### src/rtl/flcl_pkg.sv
// flcl_pkg: shared types and constants for the FLAC cover locator.
// No dependencies; imported by flcl_parser, flcl_out_buf and the top level.
package flcl_pkg;

    localparam int unsigned ByteW   = 8;
    localparam int unsigned WordW   = 32;
    localparam int unsigned StatusW = 3;
    localparam int unsigned LenW    = 24;
    localparam int unsigned ResultW = 72;

    localparam logic [StatusW-1:0] ST_FOUND      = 3'd0;
    localparam logic [StatusW-1:0] ST_NOT_FLAC   = 3'd1;
    localparam logic [StatusW-1:0] ST_NO_MATCH   = 3'd2;
    localparam logic [StatusW-1:0] ST_TRUNCATED  = 3'd3;
    localparam logic [StatusW-1:0] ST_EMPTY_PIC  = 3'd4;

    localparam logic [WordW-1:0] MAGIC_WORD      = 32'h664C_6143;
    localparam logic [6:0]       TYPE_PICTURE    = 7'd6;
    localparam logic [2:0]       DIM_WORDS       = 3'd4;
    localparam logic [WordW-1:0] WANTED_RESET    = 32'd3;

    typedef struct packed {
        logic [WordW-1:0]   size;
        logic [WordW-1:0]   offset;
        logic [StatusW-1:0] status;
    } flcl_result_t;

endpackage

### src/rtl/flac_cover_locator_unit.sv
// flac_cover_locator_unit: top level of the FLAC cover picture locator.
// Depends on flcl_pkg, flcl_parser and flcl_out_buf.
//
//  channel  dir  signals                       item
//  s_*      in   s_tvalid s_tready s_tdata     stream_byte, tlast = stream_end
//                s_tlast
//  m_*      out  m_tvalid m_tready m_tdata     status, cover_offset, cover_size
//  cfg_*    in   cfg_we cfg_wdata              wanted_picture_type
//
// One byte is taken per cycle while s_tready is high; its result, if any, is in the
// result register the next cycle when that register is free, else in the skid entry.
// The result register plus one skid entry decouple the two sides, so s_tready drops
// only while both hold an unread result. Reset clears the parser state and sets
// wanted_picture_type to 3 (front cover).
module flac_cover_locator_unit
(
    input  logic                         clk,
    input  logic                         rst_n,
    input  logic                         s_tvalid,
    output logic                         s_tready,
    input  logic [7:0]                   s_tdata,   // [7:0] stream_byte
    input  logic                         s_tlast,
    output logic                         m_tvalid,
    input  logic                         m_tready,
    output logic [flcl_pkg::ResultW-1:0] m_tdata,   // [2:0] status, [34:3] cover_offset,
                                                    // [66:35] cover_size, [71:67] zero
    input  logic                         cfg_we,
    input  logic [flcl_pkg::WordW-1:0]   cfg_wdata
);
    import flcl_pkg::*;

    logic [WordW-1:0] wanted_reg;
    logic             accept;
    logic             emit;
    flcl_result_t     result;
    flcl_result_t     out_data;

    assign accept = s_tvalid && s_tready;

    always_ff @(posedge clk or negedge rst_n)
    begin
        if (!rst_n)
            wanted_reg <= WANTED_RESET;
        else if (cfg_we)
            wanted_reg <= cfg_wdata;
    end

    flcl_parser u_parser
    (
        .clk         (clk),
        .rst_n       (rst_n),
        .accept      (accept),
        .in_byte     (s_tdata),
        .in_end      (s_tlast),
        .wanted_type (wanted_reg),
        .emit        (emit),
        .result      (result)
    );

    flcl_out_buf u_out_buf
    (
        .clk       (clk),
        .rst_n     (rst_n),
        .in_valid  (emit),
        .in_data   (result),
        .in_ready  (s_tready),
        .out_valid (m_tvalid),
        .out_data  (out_data),
        .out_ready (m_tready)
    );

    assign m_tdata = {(ResultW - $bits(flcl_result_t))'(0), out_data};

endmodule

### src/rtl/flcl_parser.sv
// flcl_parser: byte-wise walk of the FLAC magic and metadata blocks.
// Depends on flcl_pkg. One item per cycle while accept is high; emits at most one result per stream.
module flcl_parser
(
    input  logic                      clk,
    input  logic                      rst_n,
    input  logic                      accept,
    input  logic [flcl_pkg::ByteW-1:0] in_byte,
    input  logic                      in_end,
    input  logic [flcl_pkg::WordW-1:0] wanted_type,
    output logic                      emit,
    output flcl_pkg::flcl_result_t    result
);
    import flcl_pkg::*;

    typedef enum logic [3:0] {
        PH_MAGIC,
        PH_HEADER,
        PH_SKIP,
        PH_PTYPE,
        PH_MIMELEN,
        PH_MIMESKIP,
        PH_DESCLEN,
        PH_DESCSKIP,
        PH_DIMS,
        PH_DATALEN
    } phase_t;

    phase_t           phase_reg, phase_next;
    logic [WordW-1:0] pos_reg, pos_next;
    logic [WordW-1:0] shift_reg, shift_next;
    logic [1:0]       cnt_reg, cnt_next;
    logic [LenW-1:0]  skip_reg, skip_next;
    logic [LenW-1:0]  blk_reg, blk_next;
    logic             last_reg, last_next;
    logic             answered_reg, answered_next;
    logic [2:0]       dims_reg, dims_next;

    logic [WordW-1:0]   word;
    logic [LenW-1:0]    blk_dec;
    logic [2:0]         dims_dec;
    logic               give;
    logic [StatusW-1:0] give_status;
    logic [WordW-1:0]   give_off;
    logic [WordW-1:0]   give_sz;
    logic               bs_req;
    logic [LenW-1:0]    bs_n;
    logic               sd_req;
    logic               bw_req;
    phase_t             bw_phase;
    logic [LenW-1:0]    bw_blk;
    logic               bstr_req;
    phase_t             bstr_skip_ph;
    phase_t             bstr_next_ph;

    assign word     = {shift_reg[LenW-1:0], in_byte};
    assign blk_dec  = blk_reg - LenW'(1);
    assign dims_dec = dims_reg - 3'd1;

    always_comb
    begin
        phase_next    = phase_reg;
        pos_next      = pos_reg;
        shift_next    = shift_reg;
        cnt_next      = cnt_reg;
        skip_next     = skip_reg;
        blk_next      = blk_reg;
        last_next     = last_reg;
        answered_next = answered_reg;
        dims_next     = dims_reg;
        give          = 1'b0;
        give_status   = ST_FOUND;
        give_off      = '0;
        give_sz       = '0;
        bs_req        = 1'b0;
        bs_n          = '0;
        sd_req        = 1'b0;
        bw_req        = 1'b0;
        bw_phase      = PH_HEADER;
        bw_blk        = blk_reg;
        bstr_req      = 1'b0;
        bstr_skip_ph  = PH_MIMESKIP;
        bstr_next_ph  = PH_DESCLEN;

        if (accept && !answered_reg)
        begin
            case (phase_reg)
                PH_MAGIC, PH_HEADER:
                begin
                    shift_next = word;
                    cnt_next   = cnt_reg + 2'd1;
                    if (cnt_reg == 2'd3)
                    begin
                        if (phase_reg == PH_MAGIC)
                        begin
                            if (word == MAGIC_WORD)
                            begin
                                phase_next = PH_HEADER;
                                shift_next = '0;
                                cnt_next   = '0;
                            end
                            else
                            begin
                                give        = 1'b1;
                                give_status = ST_NOT_FLAC;
                            end
                        end
                        else
                        begin
                            last_next = word[31];
                            if (word[30:24] != TYPE_PICTURE)
                            begin
                                bs_req = 1'b1;
                                bs_n   = word[LenW-1:0];
                            end
                            else
                            begin
                                blk_next = word[LenW-1:0];
                                bw_req   = 1'b1;
                                bw_phase = PH_PTYPE;
                                bw_blk   = word[LenW-1:0];
                            end
                        end
                    end
                end
                PH_SKIP, PH_MIMESKIP, PH_DESCSKIP:
                begin
                    skip_next = skip_reg - LenW'(1);
                    if (skip_reg == LenW'(1))
                    begin
                        if (phase_reg == PH_SKIP)
                            sd_req = 1'b1;
                        else
                        begin
                            bw_req   = 1'b1;
                            bw_phase = (phase_reg == PH_MIMESKIP) ? PH_DESCLEN : PH_DIMS;
                            bw_blk   = blk_reg;
                        end
                    end
                end
                default:
                begin
                    shift_next = word;
                    cnt_next   = cnt_reg + 2'd1;
                    blk_next   = blk_dec;
                    if (cnt_reg == 2'd3)
                    begin
                        case (phase_reg)
                            PH_PTYPE:
                            begin
                                if (word != wanted_type)
                                begin
                                    bs_req = 1'b1;
                                    bs_n   = blk_dec;
                                end
                                else
                                begin
                                    bw_req   = 1'b1;
                                    bw_phase = PH_MIMELEN;
                                    bw_blk   = blk_dec;
                                end
                            end
                            PH_MIMELEN:
                            begin
                                bstr_req     = 1'b1;
                                bstr_skip_ph = PH_MIMESKIP;
                                bstr_next_ph = PH_DESCLEN;
                            end
                            PH_DESCLEN:
                            begin
                                dims_next    = DIM_WORDS;
                                bstr_req     = 1'b1;
                                bstr_skip_ph = PH_DESCSKIP;
                                bstr_next_ph = PH_DIMS;
                            end
                            PH_DIMS:
                            begin
                                dims_next = dims_dec;
                                bw_req    = 1'b1;
                                bw_phase  = (dims_dec != 3'd0) ? PH_DIMS : PH_DATALEN;
                                bw_blk    = blk_dec;
                            end
                            default:
                            begin
                                give     = 1'b1;
                                give_off = pos_reg + WordW'(1);
                                if (word == '0)
                                    give_status = ST_EMPTY_PIC;
                                else
                                begin
                                    give_status = ST_FOUND;
                                    give_sz     = word;
                                end
                            end
                        endcase
                    end
                end
            endcase

            // string length: overrun, empty, or skip it
            if (bstr_req)
            begin
                if (word > {{(WordW-LenW){1'b0}}, blk_dec})
                begin
                    give        = 1'b1;
                    give_status = ST_NO_MATCH;
                end
                else if (word == '0)
                begin
                    bw_req   = 1'b1;
                    bw_phase = bstr_next_ph;
                    bw_blk   = blk_dec;
                end
                else
                begin
                    skip_next  = word[LenW-1:0];
                    blk_next   = blk_dec - word[LenW-1:0];
                    phase_next = bstr_skip_ph;
                end
            end

            if (bs_req)
            begin
                skip_next = bs_n;
                if (bs_n == '0)
                    sd_req = 1'b1;
                else
                    phase_next = PH_SKIP;
            end

            if (sd_req)
            begin
                if (last_next)
                begin
                    give        = 1'b1;
                    give_status = ST_NO_MATCH;
                end
                else
                begin
                    phase_next = PH_HEADER;
                    shift_next = '0;
                    cnt_next   = '0;
                end
            end

            if (bw_req)
            begin
                if (bw_blk < LenW'(4))
                begin
                    give        = 1'b1;
                    give_status = ST_NO_MATCH;
                end
                else
                begin
                    phase_next = bw_phase;
                    shift_next = '0;
                    cnt_next   = '0;
                end
            end
        end

        if (accept && in_end && !answered_reg && !give)
        begin
            give        = 1'b1;
            give_status = ST_TRUNCATED;
            give_off    = '0;
            give_sz     = '0;
        end

        if (give)
            answered_next = 1'b1;

        if (accept)
        begin
            pos_next = pos_reg + WordW'(1);
            if (in_end)
            begin
                phase_next    = PH_MAGIC;
                pos_next      = '0;
                shift_next    = '0;
                cnt_next      = '0;
                skip_next     = '0;
                blk_next      = '0;
                last_next     = 1'b0;
                answered_next = 1'b0;
                dims_next     = '0;
            end
        end
    end

    assign emit          = give;
    assign result.status = give_status;
    assign result.offset = give_off;
    assign result.size   = give_sz;

    always_ff @(posedge clk or negedge rst_n)
    begin
        if (!rst_n)
        begin
            phase_reg    <= PH_MAGIC;
            pos_reg      <= '0;
            shift_reg    <= '0;
            cnt_reg      <= '0;
            skip_reg     <= '0;
            blk_reg      <= '0;
            last_reg     <= 1'b0;
            answered_reg <= 1'b0;
            dims_reg     <= '0;
        end
        else
        begin
            phase_reg    <= phase_next;
            pos_reg      <= pos_next;
            shift_reg    <= shift_next;
            cnt_reg      <= cnt_next;
            skip_reg     <= skip_next;
            blk_reg      <= blk_next;
            last_reg     <= last_next;
            answered_reg <= answered_next;
            dims_reg     <= dims_next;
        end
    end

`ifndef SYNTHESIS
    a_emit_on_accept: assert property (@(posedge clk) disable iff (!rst_n)
        emit |-> accept)
        else $error("result without an accepted item");

    a_once_per_stream: assert property (@(posedge clk) disable iff (!rst_n)
        answered_reg |-> !emit)
        else $error("second result in one stream");

    a_end_answers: assert property (@(posedge clk) disable iff (!rst_n)
        accept && in_end && !answered_reg |-> emit)
        else $error("stream ended without a result");

    a_end_restarts: assert property (@(posedge clk) disable iff (!rst_n)
        accept && in_end |=> pos_reg == '0 && !answered_reg && phase_reg == PH_MAGIC)
        else $error("state not cleared after final byte");
`endif

endmodule

### src/rtl/flcl_out_buf.sv
// flcl_out_buf: result register with one skid entry behind it.
// Depends on flcl_pkg. Keeps the upstream ready free of the downstream ready.
module flcl_out_buf
(
    input  logic                   clk,
    input  logic                   rst_n,
    input  logic                   in_valid,
    input  flcl_pkg::flcl_result_t in_data,
    output logic                   in_ready,
    output logic                   out_valid,
    output flcl_pkg::flcl_result_t out_data,
    input  logic                   out_ready
);
    import flcl_pkg::*;

    logic         out_valid_reg;
    flcl_result_t out_data_reg;
    logic         skid_valid_reg;
    flcl_result_t skid_data_reg;

    assign in_ready  = !skid_valid_reg;
    assign out_valid = out_valid_reg;
    assign out_data  = out_data_reg;

    always_ff @(posedge clk or negedge rst_n)
    begin
        if (!rst_n)
        begin
            out_valid_reg  <= 1'b0;
            skid_valid_reg <= 1'b0;
        end
        else if (!out_valid_reg || out_ready)
        begin
            out_valid_reg  <= skid_valid_reg || in_valid;
            skid_valid_reg <= 1'b0;
        end
        else if (in_valid && !skid_valid_reg)
        begin
            skid_valid_reg <= 1'b1;
        end
    end

    always_ff @(posedge clk)
    begin
        if (!out_valid_reg || out_ready)
            out_data_reg <= skid_valid_reg ? skid_data_reg : in_data;
        else if (in_valid && !skid_valid_reg)
            skid_data_reg <= in_data;
    end

`ifndef SYNTHESIS
    a_skid_behind_out: assert property (@(posedge clk) disable iff (!rst_n)
        skid_valid_reg |-> out_valid_reg)
        else $error("skid entry held with empty result register");

    a_skid_on_stall: assert property (@(posedge clk) disable iff (!rst_n)
        $rose(skid_valid_reg) |-> $past(out_valid_reg && !out_ready && in_valid))
        else $error("skid entry filled without a stall");
`endif

endmodule

### config.mk
export PLATFORM = sky130hd
export DESIGN_NAME = flac_cover_locator_unit
export DESIGN_NICKNAME = d
export VERILOG_FILES = /design/src/rtl/flcl_pkg.sv /design/src/rtl/flac_cover_locator_unit.sv /design/src/rtl/flcl_parser.sv /design/src/rtl/flcl_out_buf.sv
export SDC_FILE = /design/constraint.sdc
export NUM_CORES = 1
export LEC_CHECK = 0
export ABC_CLOCK_PERIOD_IN_PS = 9800
export BUFFER_PORTS_ARGS = -buffer_cell sky130_fd_sc_hd__clkbuf_2
export CAP_MARGIN = 20
export CORE_ASPECT_RATIO = 0.5
export CORE_MARGIN = 2
export CORE_UTILIZATION = 35
export DETAILED_ROUTE_END_ITERATION = 7
export GPL_TIMING_DRIVEN = 0
export PLACE_DENSITY = 0.5
export RECOVER_POWER = 50
export SETUP_SLACK_MARGIN = 0.05
export SYNTH_ARGS = -nofsm -noshare
export SYNTH_HDL_FRONTEND = slang
export SYNTH_SLANG_ARGS = --single-unit
### constraint.sdc
create_clock -name clk -period 9.8 [get_ports clk]
set_input_delay 1.96 -clock clk [delete_from_list [all_inputs] [get_ports clk]]
set_output_delay 1.96 -clock clk [all_outputs]
set_load 0.1 [all_outputs]
# ---- Word level (Yosys, flattened, before mapping)
# Index checks and enable logic that the tools add are counted.
dict set report totals {
  reg_bits 291
  latchBits 0
  ramBits 0
  romBits 0
  output_inout_bits 74
  elab_cells 248
  n_memories 0
}
dict set report classes {
  add_sub_neg 6
  multipliers 0
  n_div 0
  order_cmp 2
  eq_ne 13
  n_shift 0
  muxes 185
  bitwise 1
  n_reduce_logical 23
}
# operator n
set ops {}
lappend ops {{24-bit 2-to-1 mux} 30}
lappend ops {{32-bit 2-to-1 mux} 22}
lappend ops {{24-bit case mux with 2 select lines} 4}
lappend ops {{4-bit 2-to-1 mux} 32}
lappend ops {{67-bit 2-to-1 mux} 1}
lappend ops {{32-bit case mux with 2 select lines} 1}
lappend ops {{3-bit 2-to-1 mux} 19}
lappend ops {{1-bit 2-to-1 mux} 55}
lappend ops {{24-bit by 1-bit subtractor with 24-bit output (second input constant)} 2}
lappend ops {{32-bit by 1-bit adder with 32-bit output (second input constant)} 1}
lappend ops {{32-bit by 31-bit == test with 1-bit output (second input constant)} 1}
lappend ops {{32-bit by 24-bit > comparator with 1-bit output} 1}
lappend ops {{32-bit zero test} 1}
lappend ops {{32-bit inequality test} 1}
lappend ops {{24-bit by 1-bit == test with 1-bit output (second input constant)} 1}
lappend ops {{24-bit zero test} 1}
lappend ops {{24-bit by 3-bit < comparator with 1-bit output (second input constant)} 1}
lappend ops {{2-bit 2-to-1 mux} 12}
lappend ops {{24-bit subtractor} 1}
lappend ops {{4-bit by 3-bit == test with 1-bit output (second input constant)} 4}
lappend ops {{4-bit case mux with 2 select lines} 2}
lappend ops {{3-bit case mux with 2 select lines} 2}
lappend ops {{4-bit by 2-bit == test with 1-bit output (second input constant)} 2}
lappend ops {{1-bit case mux with 2 select lines} 4}
lappend ops {{19 further kinds} 29}

# ---- Longest topological paths before layout
# Gate-level depths: netlist (run 1).
dict set report logic_depth {
  depth_word 20
  depth_mapped 21
  ltp_nobuf 17
}

# ---- Hierarchy
# Synthesis (run 1) repeated with hierarchy kept, for this count alone.
dict set report unflattened {
  cells_unflattened 1751
  hier_area_um2 17867.1
}
# module instances cells_per_inst area_each_um2 seq_area_each_um2
set modules_own_cells {}
lappend modules_own_cells {flcl_parser 1 1459 11217.0 2877.8}
lappend modules_own_cells {flcl_out_buf 1 217 5255.0 4073.9}
lappend modules_own_cells {flac_cover_locator_unit 1 75 1395.1 803.3}

# ---- Worst setup path before layout (run 1)
# Ideal clock, no wire load.
dict set report synth_path {
  path_kind {in2reg}
  startpoint {input s_tdata[0]}
  endpoint {register u_out_buf.skid_data_reg[0] (netlist name), enable pin}
  setup_time_ns 0.530
  t_arrival_ns 8.134
  required_ns 9.270
  slack_ns 1.136
  path_stages 11
  path_buffers 1
  path_cell_list {buf_2 xor2_1 nor4_1 nand4_1 o21ai_2 nand2_1 o41a_1 nor4_4 and4b_4 a2111oi_4 nor4_2}
}
dict set report synth_between {
  elab_chain_cells 19
  word_cells_on_any_way 57
}
# item line
set synth_lines {}
lappend synth_lines {{start, declared} flac_cover_locator_unit.sv:21} ;# input logic [7:0] s_tdata,
lappend synth_lines {{branches (longest 12 deep; another with 24-bit by 3-bit < comparator with 1-bit output)} n/a}
lappend synth_lines {{1-bit 2-to-1 mux *} flcl_parser.sv:246} ;# if (bw_req)
lappend synth_lines {{1-bit 2-to-1 mux *} flcl_parser.sv:85} ;# if (accept && !answered_reg)
lappend synth_lines {{1-bit zero test} flcl_parser.sv:262} ;# if (accept && in_end && !answered_reg && !give)
lappend synth_lines {{1-bit logical AND} flcl_parser.sv:262}
lappend synth_lines {{1-bit 2-to-1 mux *} flcl_parser.sv:262}
lappend synth_lines {{1-bit logical AND *} flcl_out_buf.sv:47} ;# else if (in_valid && !skid_valid_reg)
lappend synth_lines {{2-bit AND reduction (no line) *} n/a}
lappend synth_lines {{end signal, assigned} flcl_out_buf.sv:48} ;# skid_data_reg <= in_data;
lappend synth_lines {{end, declared} flcl_out_buf.sv:19} ;# flcl_result_t skid_data_reg;
# Mark *: on every way between the ends. The select of a mux whose other input is x is not followed.
# A chain may end at the register's enable or synchronous reset.

# ---- Final worst setup path (run 1)
dict set report layout_path {
  startpoint {input s_tdata[6]}
  endpoint {register u_out_buf.skid_data_reg[20] (netlist name), enable pin}
}
# The elaborated chain is that of the path after synthesis.

==> results of run 1 <==
[Yosys cell counts, types with 7 or more instances]
cell,n
nand2_1,166
dfrtp_1,147
edfxtp_1,134
nor2_1,130
o21ai_0,113
clkbuf_1,94
a21oi_1,83
a21o_1,81
inv_1,64
xor2_1,64
ha_1,53
xnor2_1,53
and3_1,46
nor3_1,44
mux2_2,34
nand3_1,34
nor4_1,26
o211ai_1,26
a211oi_1,25
a22o_1,25
nand4_1,24
a221oi_1,21
buf_2,18
a31oi_1,17
or3_1,17
a222oi_1,14
and2_1,13
o31ai_1,12
or2_2,11
nor2b_1,10
o21a_1,10
buf_1,9
buf_4,9
a311oi_1,7
a32oi_1,7
or4_1,7
[area by class of cell]
cell class / count / area (sq um) / area share
Multi-Input combinational cell: 1302 / 8740 / 0.440
Clock inverter: 21 / 269 / 0.0135
Buffer: 141 / 681 / 0.0342
Tap cell: 649 / 812 / 0.0409
Timing Repair Buffer: 121 / 631 / 0.0317
Inverter: 66 / 248 / 0.0125
Sequential cell: 283 / 7750 / 0.390
Clock buffer: 33 / 741 / 0.0373
[worst reg2reg max path, cell delays in order, from the launching register on]
cell and delay (ns):
dfrtp_1 0.49, inv_1 0.20, ha_1 0.17, clkbuf_1 0.34, nand2b_1 0.23, or3_4 0.43
xor2_1 0.50, inv_2 0.20, ha_1 0.47, nand4_1 0.17, nor3_1 0.28, nor3b_1 0.53
nand2_1 0.18, a32oi_2 0.43, and3_1 0.21, buf_2 0.17, nor3_2 0.09, and4b_4 0.29
a2111oi_4 0.43, nor4_4 0.16, buf_8 0.37, buf_8 0.16
[cells by family (layout without fill, tap and decap cells)]
family | after synthesis | count (layout)
xor+xnor | 117 | 117
mux | 40 | 40
buf+inv | 207 | 382
other cells | 1 | 5
compound gates | 509 | 509
fa+ha+maj | 54 | 54
flops | 283 | 283
simple gates | 577 | 577
[per-layer routing]
metal | part of all wire | GRT usage | vias up
met4 | 0.026 | 0.0602 | 0
met2 | 0.45 | 0.407 | 581
met1 | 0.46 | 0.364 | 7502
met5 | 0 | 0 | -
met3 | 0.068 | 0.0394 | 86
li1 | - | - | 6913
[metrics by stage]
stage | worst slack, ns | hold WS (ns)
2_1_floorplan | 1.14 | 0.460
3_3_place_gp | -2.56 | 0.483
3_5_place_dp | 2.39 | 0.489
4_1_cts | 3.02 | 0.506
5_1_grt | 2.72 | 0.526
6_report | 2.93 | 0.509
[power by group]
part | internal [mW] | switching [mW] | leakage [nW]
Combinational | 0.721 | 1.81 | 4.67
Clock | 0.704 | 0.520 | 0.503
Sequential | 1.44 | 0.149 | 3.31
Total | 2.87 | 2.48 | 8.48
[worst min path at each step]
stage	slack (ns)	depth (start not counted)	from	to
CTS	0.51	1	u_parser.cnt_reg[1]	u_parser.cnt_reg[1]
floorplan	0.46	1	u_parser.cnt_reg[1]	u_parser.cnt_reg[1]
finish	0.51	1	u_parser.cnt_reg[1]	u_parser.cnt_reg[1]
detailed placement	0.49	1	u_parser.cnt_reg[1]	u_parser.cnt_reg[1]
global placement	0.48	1	u_parser.cnt_reg[1]	u_parser.cnt_reg[1]
global route	0.53	2	u_parser.pos_reg[1]	u_parser.pos_reg[1]
==> summary.md, run 1 <==
| Metric | Value |
|---|---|
| Initial antenna violation count | `4` |
| Num ports | `120` |
| Leakage power total | `8.48 nW` |
| WP buf/inv | `4` |
| Final Util | `0.407` |
| Reg2reg path depth | `21` |
| Share of layout cells above drive strength 1 | `0.127` |
| Synth Area in Simple Gates | `0.171` |
| Site Rows | `57` |
| Final Total Pwr | `roughly 5.4 mW` |
| Crit Path Max Fanout | `13` |
| Synthesized instance count | `around 1,800` |
| Max-capacitance violation count | `2` |
| # placed instances | `2,562` |
| Yosys top cell by area | `edfxtp_1` |
| Total Nets Final | `2,044` |
| Total grt overflow | `0` |
| Post_cts resized | `0` |
| Critical path depth | `14` |
| DRT Pass-1 Iters | `7` |
| Failing checks | `capacitance limit, slew limit` |
| Clock tree from TritonCTS | `done` |
| Worst reg2reg endpoint | `u_out_buf.skid_data_reg[20]` |
| Slew @ Worst Pin | `3.70 ns` |
| Arrival @ worst endpoint | `7.16 ns` |
| Non-filler cells, final | `2,616` |
| Skew final | `0.0390 ns` |
| Port bufs | `112` |
| Power Dens Cells | `269 nW/um^2` |
| Cts hold-fix bufs | `0` |
| Critical path endpoint | `u_out_buf.skid_data_reg[20]` |
| Vias/cell | `just under 6` |
| Final ANT Viol Nets | `0` |
| Post-synthesis xor/xnor area fraction | `0.0589` |
| Detailed Route Iter0 Violations | `approximately 1,800` |
| #FFs+latches synth | `283` |
| Compound-Gate Fraction of Synth Area | `0.206` |
| P&R area growth vs syn | `14.2%` |
| Top post-synthesis cells by area | `edfxtp_1 23%, dfrtp_1 21%, ha_1 3.8%` |
| Sum Neg Setup Slack | `0 ns` |
| Fin. max-slew vios | `120` |
| Vias in the first global route | `14,627` |
| Multiplexer share of the synthesized area | `0.0255` |
| Unique masters post-synth | `104` |
| Peak supply drop | `0.137 mV` |
| Placeable Area | `just under 50,000 sq um` |
| RSZ-0062 raised after global routing | `false` |
| Final setup vio count | `0` |
| Critical path type | `input port to flip-flop` |
| Commonest non-fill, non-tap cells in the layout | `166 x nand2_1, 147 x dfrtp_1, 143 x clkbuf_1` |
| CP top delay family | `simple AND/OR/NAND/NOR gates` |
| Slew headroom | `-1.47` |
| Cell Area, Placed | `19,000 sq um` |
| CP max stage delay | `0.82 ns` |
| Yosys warns | `0` |
| WP data required | `roughly 10 ns` |
| Fin crit share | `0.701` |
| DP HPWL | `49,100 microns` |
| Clock root buffer | `clkbuf_16` |
| Number of H-tree levels | `1` |
| Maximum buffer depth of the clock tree | `3` |
| Post-synth top area share | `0.231` |
| CTS sink count | `283` |
| Total Wirelength | `66,700 microns` |
| First-pass GRT wire length | `98,000 microns` |
| Most common cell after layout, fill and taps aside | `nand2_1` |
| Clock buffer count from CTS | `29` |
| Launch point of the worst reg-to-reg path | `u_parser.blk_reg[0]` |
| Die area | `51,600 sq um` |
| Flop-to-flop setup slack | `3.02 ns` |
| Async S/R FF share, synth | `0.527` |
| Main combinational cell family by area after synthesis | `compound AO/OA/AOI/OAI gates` |
| Register area share after synthesis | `0.446` |
| Drt wl/cell | `between 20 and 30 microns` |
| Tmin final | `between 6 and 7 ns` |
| Mean Syn Cell Area | `9.73 sq um` |
| Initial Util | `0.357` |
| Fmax | `146 MHz` |
| DRC | `0` |
| Cell area after synthesis | `about 17,000 sq um` |
| Post-route cell area | `19,900 sq um` |
| Critical Path, Cell by Cell | `clkbuf_2, clkbuf_1, xor2_1, nor4_1, nand4_1, o21ai_2, nand2_1, o41a_1, nor4_4, and4b_4, a2111oi_4, nor4_4, buf_8, buf_8` |
| Die W | `between 300 and 400 microns` |
| Final hold vios | `0` |
| Post-synth EDFFs | `~130` |
| Fillcell total | `4,955` |
| Adder-Cell Fraction of Synth Area | `0.0393` |
| Post-CTS setup buffer count | `0` |
| Largest net degree at the start of global routing | `96` |
| Worst-path clk slew | `0.06 ns` |
| Global placement routability congestion | `0.986` |
| Clk_lat worst skew | `0.61 ns` |
| Die Y | `about 160 microns` |
| ANT cells | `0` |
| Hold crit path type | `flip-flop to flip-flop` |
| Worst Setup SP | `s_tdata[6]` |
| Vias | `15,082` |
| Status | `finished, violations left` |
| Ys flop type | `dfrtp_1` |
| Crit path launch type | `input port` |
| Worst path slowest cell | `clkbuf_1` |
| GRT Total Usage | `0.255` |
| CP endpoint kind | `flip-flop` |
(Power assumes the default switching activity.)
==> run 2: changes to the inputs <==
ABC_CLOCK_PERIOD_IN_PS = 6550   (was 9800)
clock period = 6.55 ns   (was 9.8 ns; I/O delays follow)
==> run 2 against run 1 <==
The flow still finishes with violations (capacitance limit, slew limit); via count up 0.29%; global-route usage up 0.16 points; clock-buffer cell count up 12; non-clock buffer count up 1; critical endpoint is now u_out_buf.skid_data_reg[32]; largest cell class unchanged; largest power group unchanged; highest routed layer unchanged.
==> summary.md, run 2 (synthesis results as in run 1) <==
| Metric | Value |
|---|---|
| CP max stage delay | `0.59 ns (-0.23 ns)` |
| Commonest non-fill, non-tap cells in the layout | `164 x nand2_1, 156 x clkbuf_1, 147 x dfrtp_1` |
| Most common cell after layout, fill and taps aside | `nand2_1` |
| Worst path slowest cell | `nor4_4` |
| Flop-to-flop setup slack | `0.19 ns (-2.83 ns)` |
| Sum Neg Setup Slack | `0 ns (unchanged)` |
| RSZ-0062 raised after global routing | `false` |
| Clock buffer count from CTS | `29 (unchanged)` |
| Cts hold-fix bufs | `0 (unchanged)` |
| Crit Path Max Fanout | `14 (+1)` |
| CP top delay family | `simple AND/OR/NAND/NOR gates` |
| Total Nets Final | `2,045 (+0.049%)` |
| Worst Hold Path Cells | `1 (unchanged)` |
| GRT Total Usage | `0.256 (+0.00158)` |
| Final hold vios | `0 (unchanged)` |
| Fin. max-slew vios | `130 (+8.3%)` |
| Detailed Route Iter0 Violations | `1,410 (-23%)` |
| Port bufs | `112 (unchanged)` |
| Num ports | `120 (unchanged)` |
| P&R area growth vs syn | `14.8%` |
| Setup ws final | `0.190 ns (-2.74 ns)` |
| Fin crit share | `0.971` |
| Launch point of the worst reg-to-reg path | `u_parser.blk_reg[3]` |
| Site Rows | `57 (unchanged)` |
| Die area | `51,600 sq um (unchanged)` |
| CP endpoint kind | `flip-flop` |
| Largest net degree at the start of global routing | `94 (-2.1%)` |
| First-pass GRT wire length | `98,500 microns (+0.60%)` |
| Final Util | `0.410 (+0.00210)` |
| Peak supply drop | `0.210 mV (+53%)` |
| CTS sink count | `283 (unchanged)` |
| Min-delay src | `u_parser.cnt_reg[1]` |
| Vias | `15,125 (+0.29%)` |
| Status | `finished, violations left` |
| Skew final | `0.0483 ns (+0.00925 ns)` |
| WHS Endpoint | `u_parser.cnt_reg[1]` |
| DP HPWL | `49,600 microns (+1.1%)` |
| Worst-path clk slew | `0.08 ns (+0.02 ns)` |
| Initial Util | `0.357 (unchanged)` |
| Clock tree from TritonCTS | `done` |
| Die Y | `162 microns (unchanged)` |
| Final ANT Viol Nets | `0 (unchanged)` |
| Die W | `319 microns (unchanged)` |
| Clk_lat worst skew | `0.63 ns (+0.02 ns)` |
| Slew @ Worst Pin | `3.86 ns (+0.160 ns)` |
| Tmin final | `6.36 ns` |
| Initial antenna violation count | `1 (-3)` |
| Clock root buffer | `clkbuf_16` |
| Maximum buffer depth of the clock tree | `3 (unchanged)` |
| Share of layout cells above drive strength 1 | `0.129 (+0.00197)` |
| Fmax | `~160 MHz` |
| Leakage power total | `8.48 nW (about the same)` |
| WP data required | `6.89 ns (-3.20 ns)` |
| DRC | `0 (unchanged)` |
| Total grt overflow | `0 (unchanged)` |
| Max-capacitance violation count | `3 (+1)` |
| Power Dens Cells | `402 nW/um^2 (+49%)` |
| Failing checks | `capacitance limit, slew limit` |
| Arrival @ worst endpoint | `6.70 ns (-0.46 ns)` |
| Final setup vio count | `0 (unchanged)` |
| Vias/cell | `5.78 (+0.17%)` |
| WP buf/inv | `5 (+1)` |
| Fillcell total | `4,921 (-0.69%)` |
| Crit path launch type | `flip-flop` |
| Global placement routability congestion | `0.978 (-0.79%)` |
| Slew headroom | `-1.57 (-0.107)` |
| Reg2reg path depth | `20 (-4.8%)` |
| Total Wirelength | `67,000 microns (+0.39%)` |
| Number of H-tree levels | `1 (unchanged)` |
| Hold crit path type | `flip-flop to flip-flop` |
| Drt wl/cell | `25.6 microns (+0.28%)` |
| DRT Pass-1 Iters | `6 (-1)` |
| Fin Hold WS | `0.506 ns (-0.00317 ns)` |
| Place WS | `0.0462 ns (-2.34 ns)` |
| Worst reg2reg endpoint | `u_out_buf.skid_data_reg[32]` |
| Critical Path, Cell by Cell | `clkbuf_1, nor4_4, nand2_2, o31ai_1, nand2_1, ha_1, nand2_1, nor3_1, nor3b_1, nand2_1, a32oi_2, and3_1, buf_6, nor3_4, and4b_4, a2111oi_4, nor4_4, buf_6, buf_6, buf_8` |
| Vias in the first global route | `14,708 (+0.55%)` |
| Critical path type | `flip-flop to flip-flop` |
| Placeable Area | `48,800 sq um (unchanged)` |
run 2: cell types whose count changed in the layout (fill, tap and decap cells not counted), sizes merged:
cell / before / now
diode: 0 / 2
clkinv: 13 / 5
clkbuf: 248 / 260
buf: 46 / 47
inv: 68 / 67
bufinv: 6 / 3
run 2: through the flow:
stage,instances,power [mW],area [sq um]
floorplan,1792,5.07,17500
global placement,2553,6.21,18900
detailed placement,2562,6.20,19000
CTS,2616,8.02,20000
global route,2617,8.40,20000
finish,2619,8.03,20000
run 2: power breakdown:
part | internal (mW) | switching, mW
Sequential | 2.15 | 0.228
Clock | 1.02 | 0.782
Combinational | 1.12 | 2.72
Total | 4.30 | 3.73
run 2: timing repair:
item | in CTS | in global routing
setup endpoints to repair | 0 | 14
setup buffers | 0 | 1
gates resized for setup | 0 | 2
run 2: cell type report:
| type | instances | area [sq um] | share of cell area |
|---|---|---|---|
| tap | 649 | 812 | 0.0406 |
| timing repair buffer | 122 | 619 | 0.0310 |
| antenna | 2 | 5.00 | 0.000250 |
| buffer | 141 | 711 | 0.0356 |
| clock inverter | 9 | 135 | 0.00676 |
| clock buffer | 45 | 857 | 0.0429 |
| multi-input combinational | 1302 | 8840 | 0.442 |
| inverter | 66 | 248 | 0.0124 |
| sequential | 283 | 7750 | 0.388 |
run 2: how the worst max path moves through the flow:
| stage | from | cells after the start | to |
|---|---|---|---|
| floorplan | u_parser.blk_reg[4] | 17 | u_out_buf.skid_data_reg[0] |
| global placement | s_tdata[5] | 12 | u_out_buf.skid_data_reg[14] |
| detailed placement | s_tdata[5] | 15 | u_out_buf.skid_data_reg[25] |
| CTS | u_parser.blk_reg[0] | 21 | u_out_buf.skid_data_reg[32] |
| global route | u_parser.blk_reg[0] | 21 | u_out_buf.skid_data_reg[33] |
| finish | u_parser.blk_reg[3] | 20 | u_out_buf.skid_data_reg[32] |
run 2: worst register-to-register path, stage by stage, from the launching register on:
cell	delay (ns)
dfrtp_1	0.36
clkbuf_1	0.26
nor4_4	0.59
nand2_2	0.21
o31ai_1	0.42
nand2_1	0.28
ha_1	0.48
nand2_1	0.16
nor3_1	0.27
nor3b_1	0.53
nand2_1	0.20
a32oi_2	0.45
and3_1	0.24
buf_6	0.13
nor3_4	0.06
and4b_4	0.28
a2111oi_4	0.44
nor4_4	0.13
buf_6	0.25
buf_6	0.17
buf_8	0.16
run 2: metal layers:
layer,up-vias,global-route usage,routed length [microns]
met5,-,0,0
met4,0,0.0695,2020
met3,99,0.0374,4140
met2,529,0.405,29900
met1,7586,0.368,30900
li1,6911,-,-
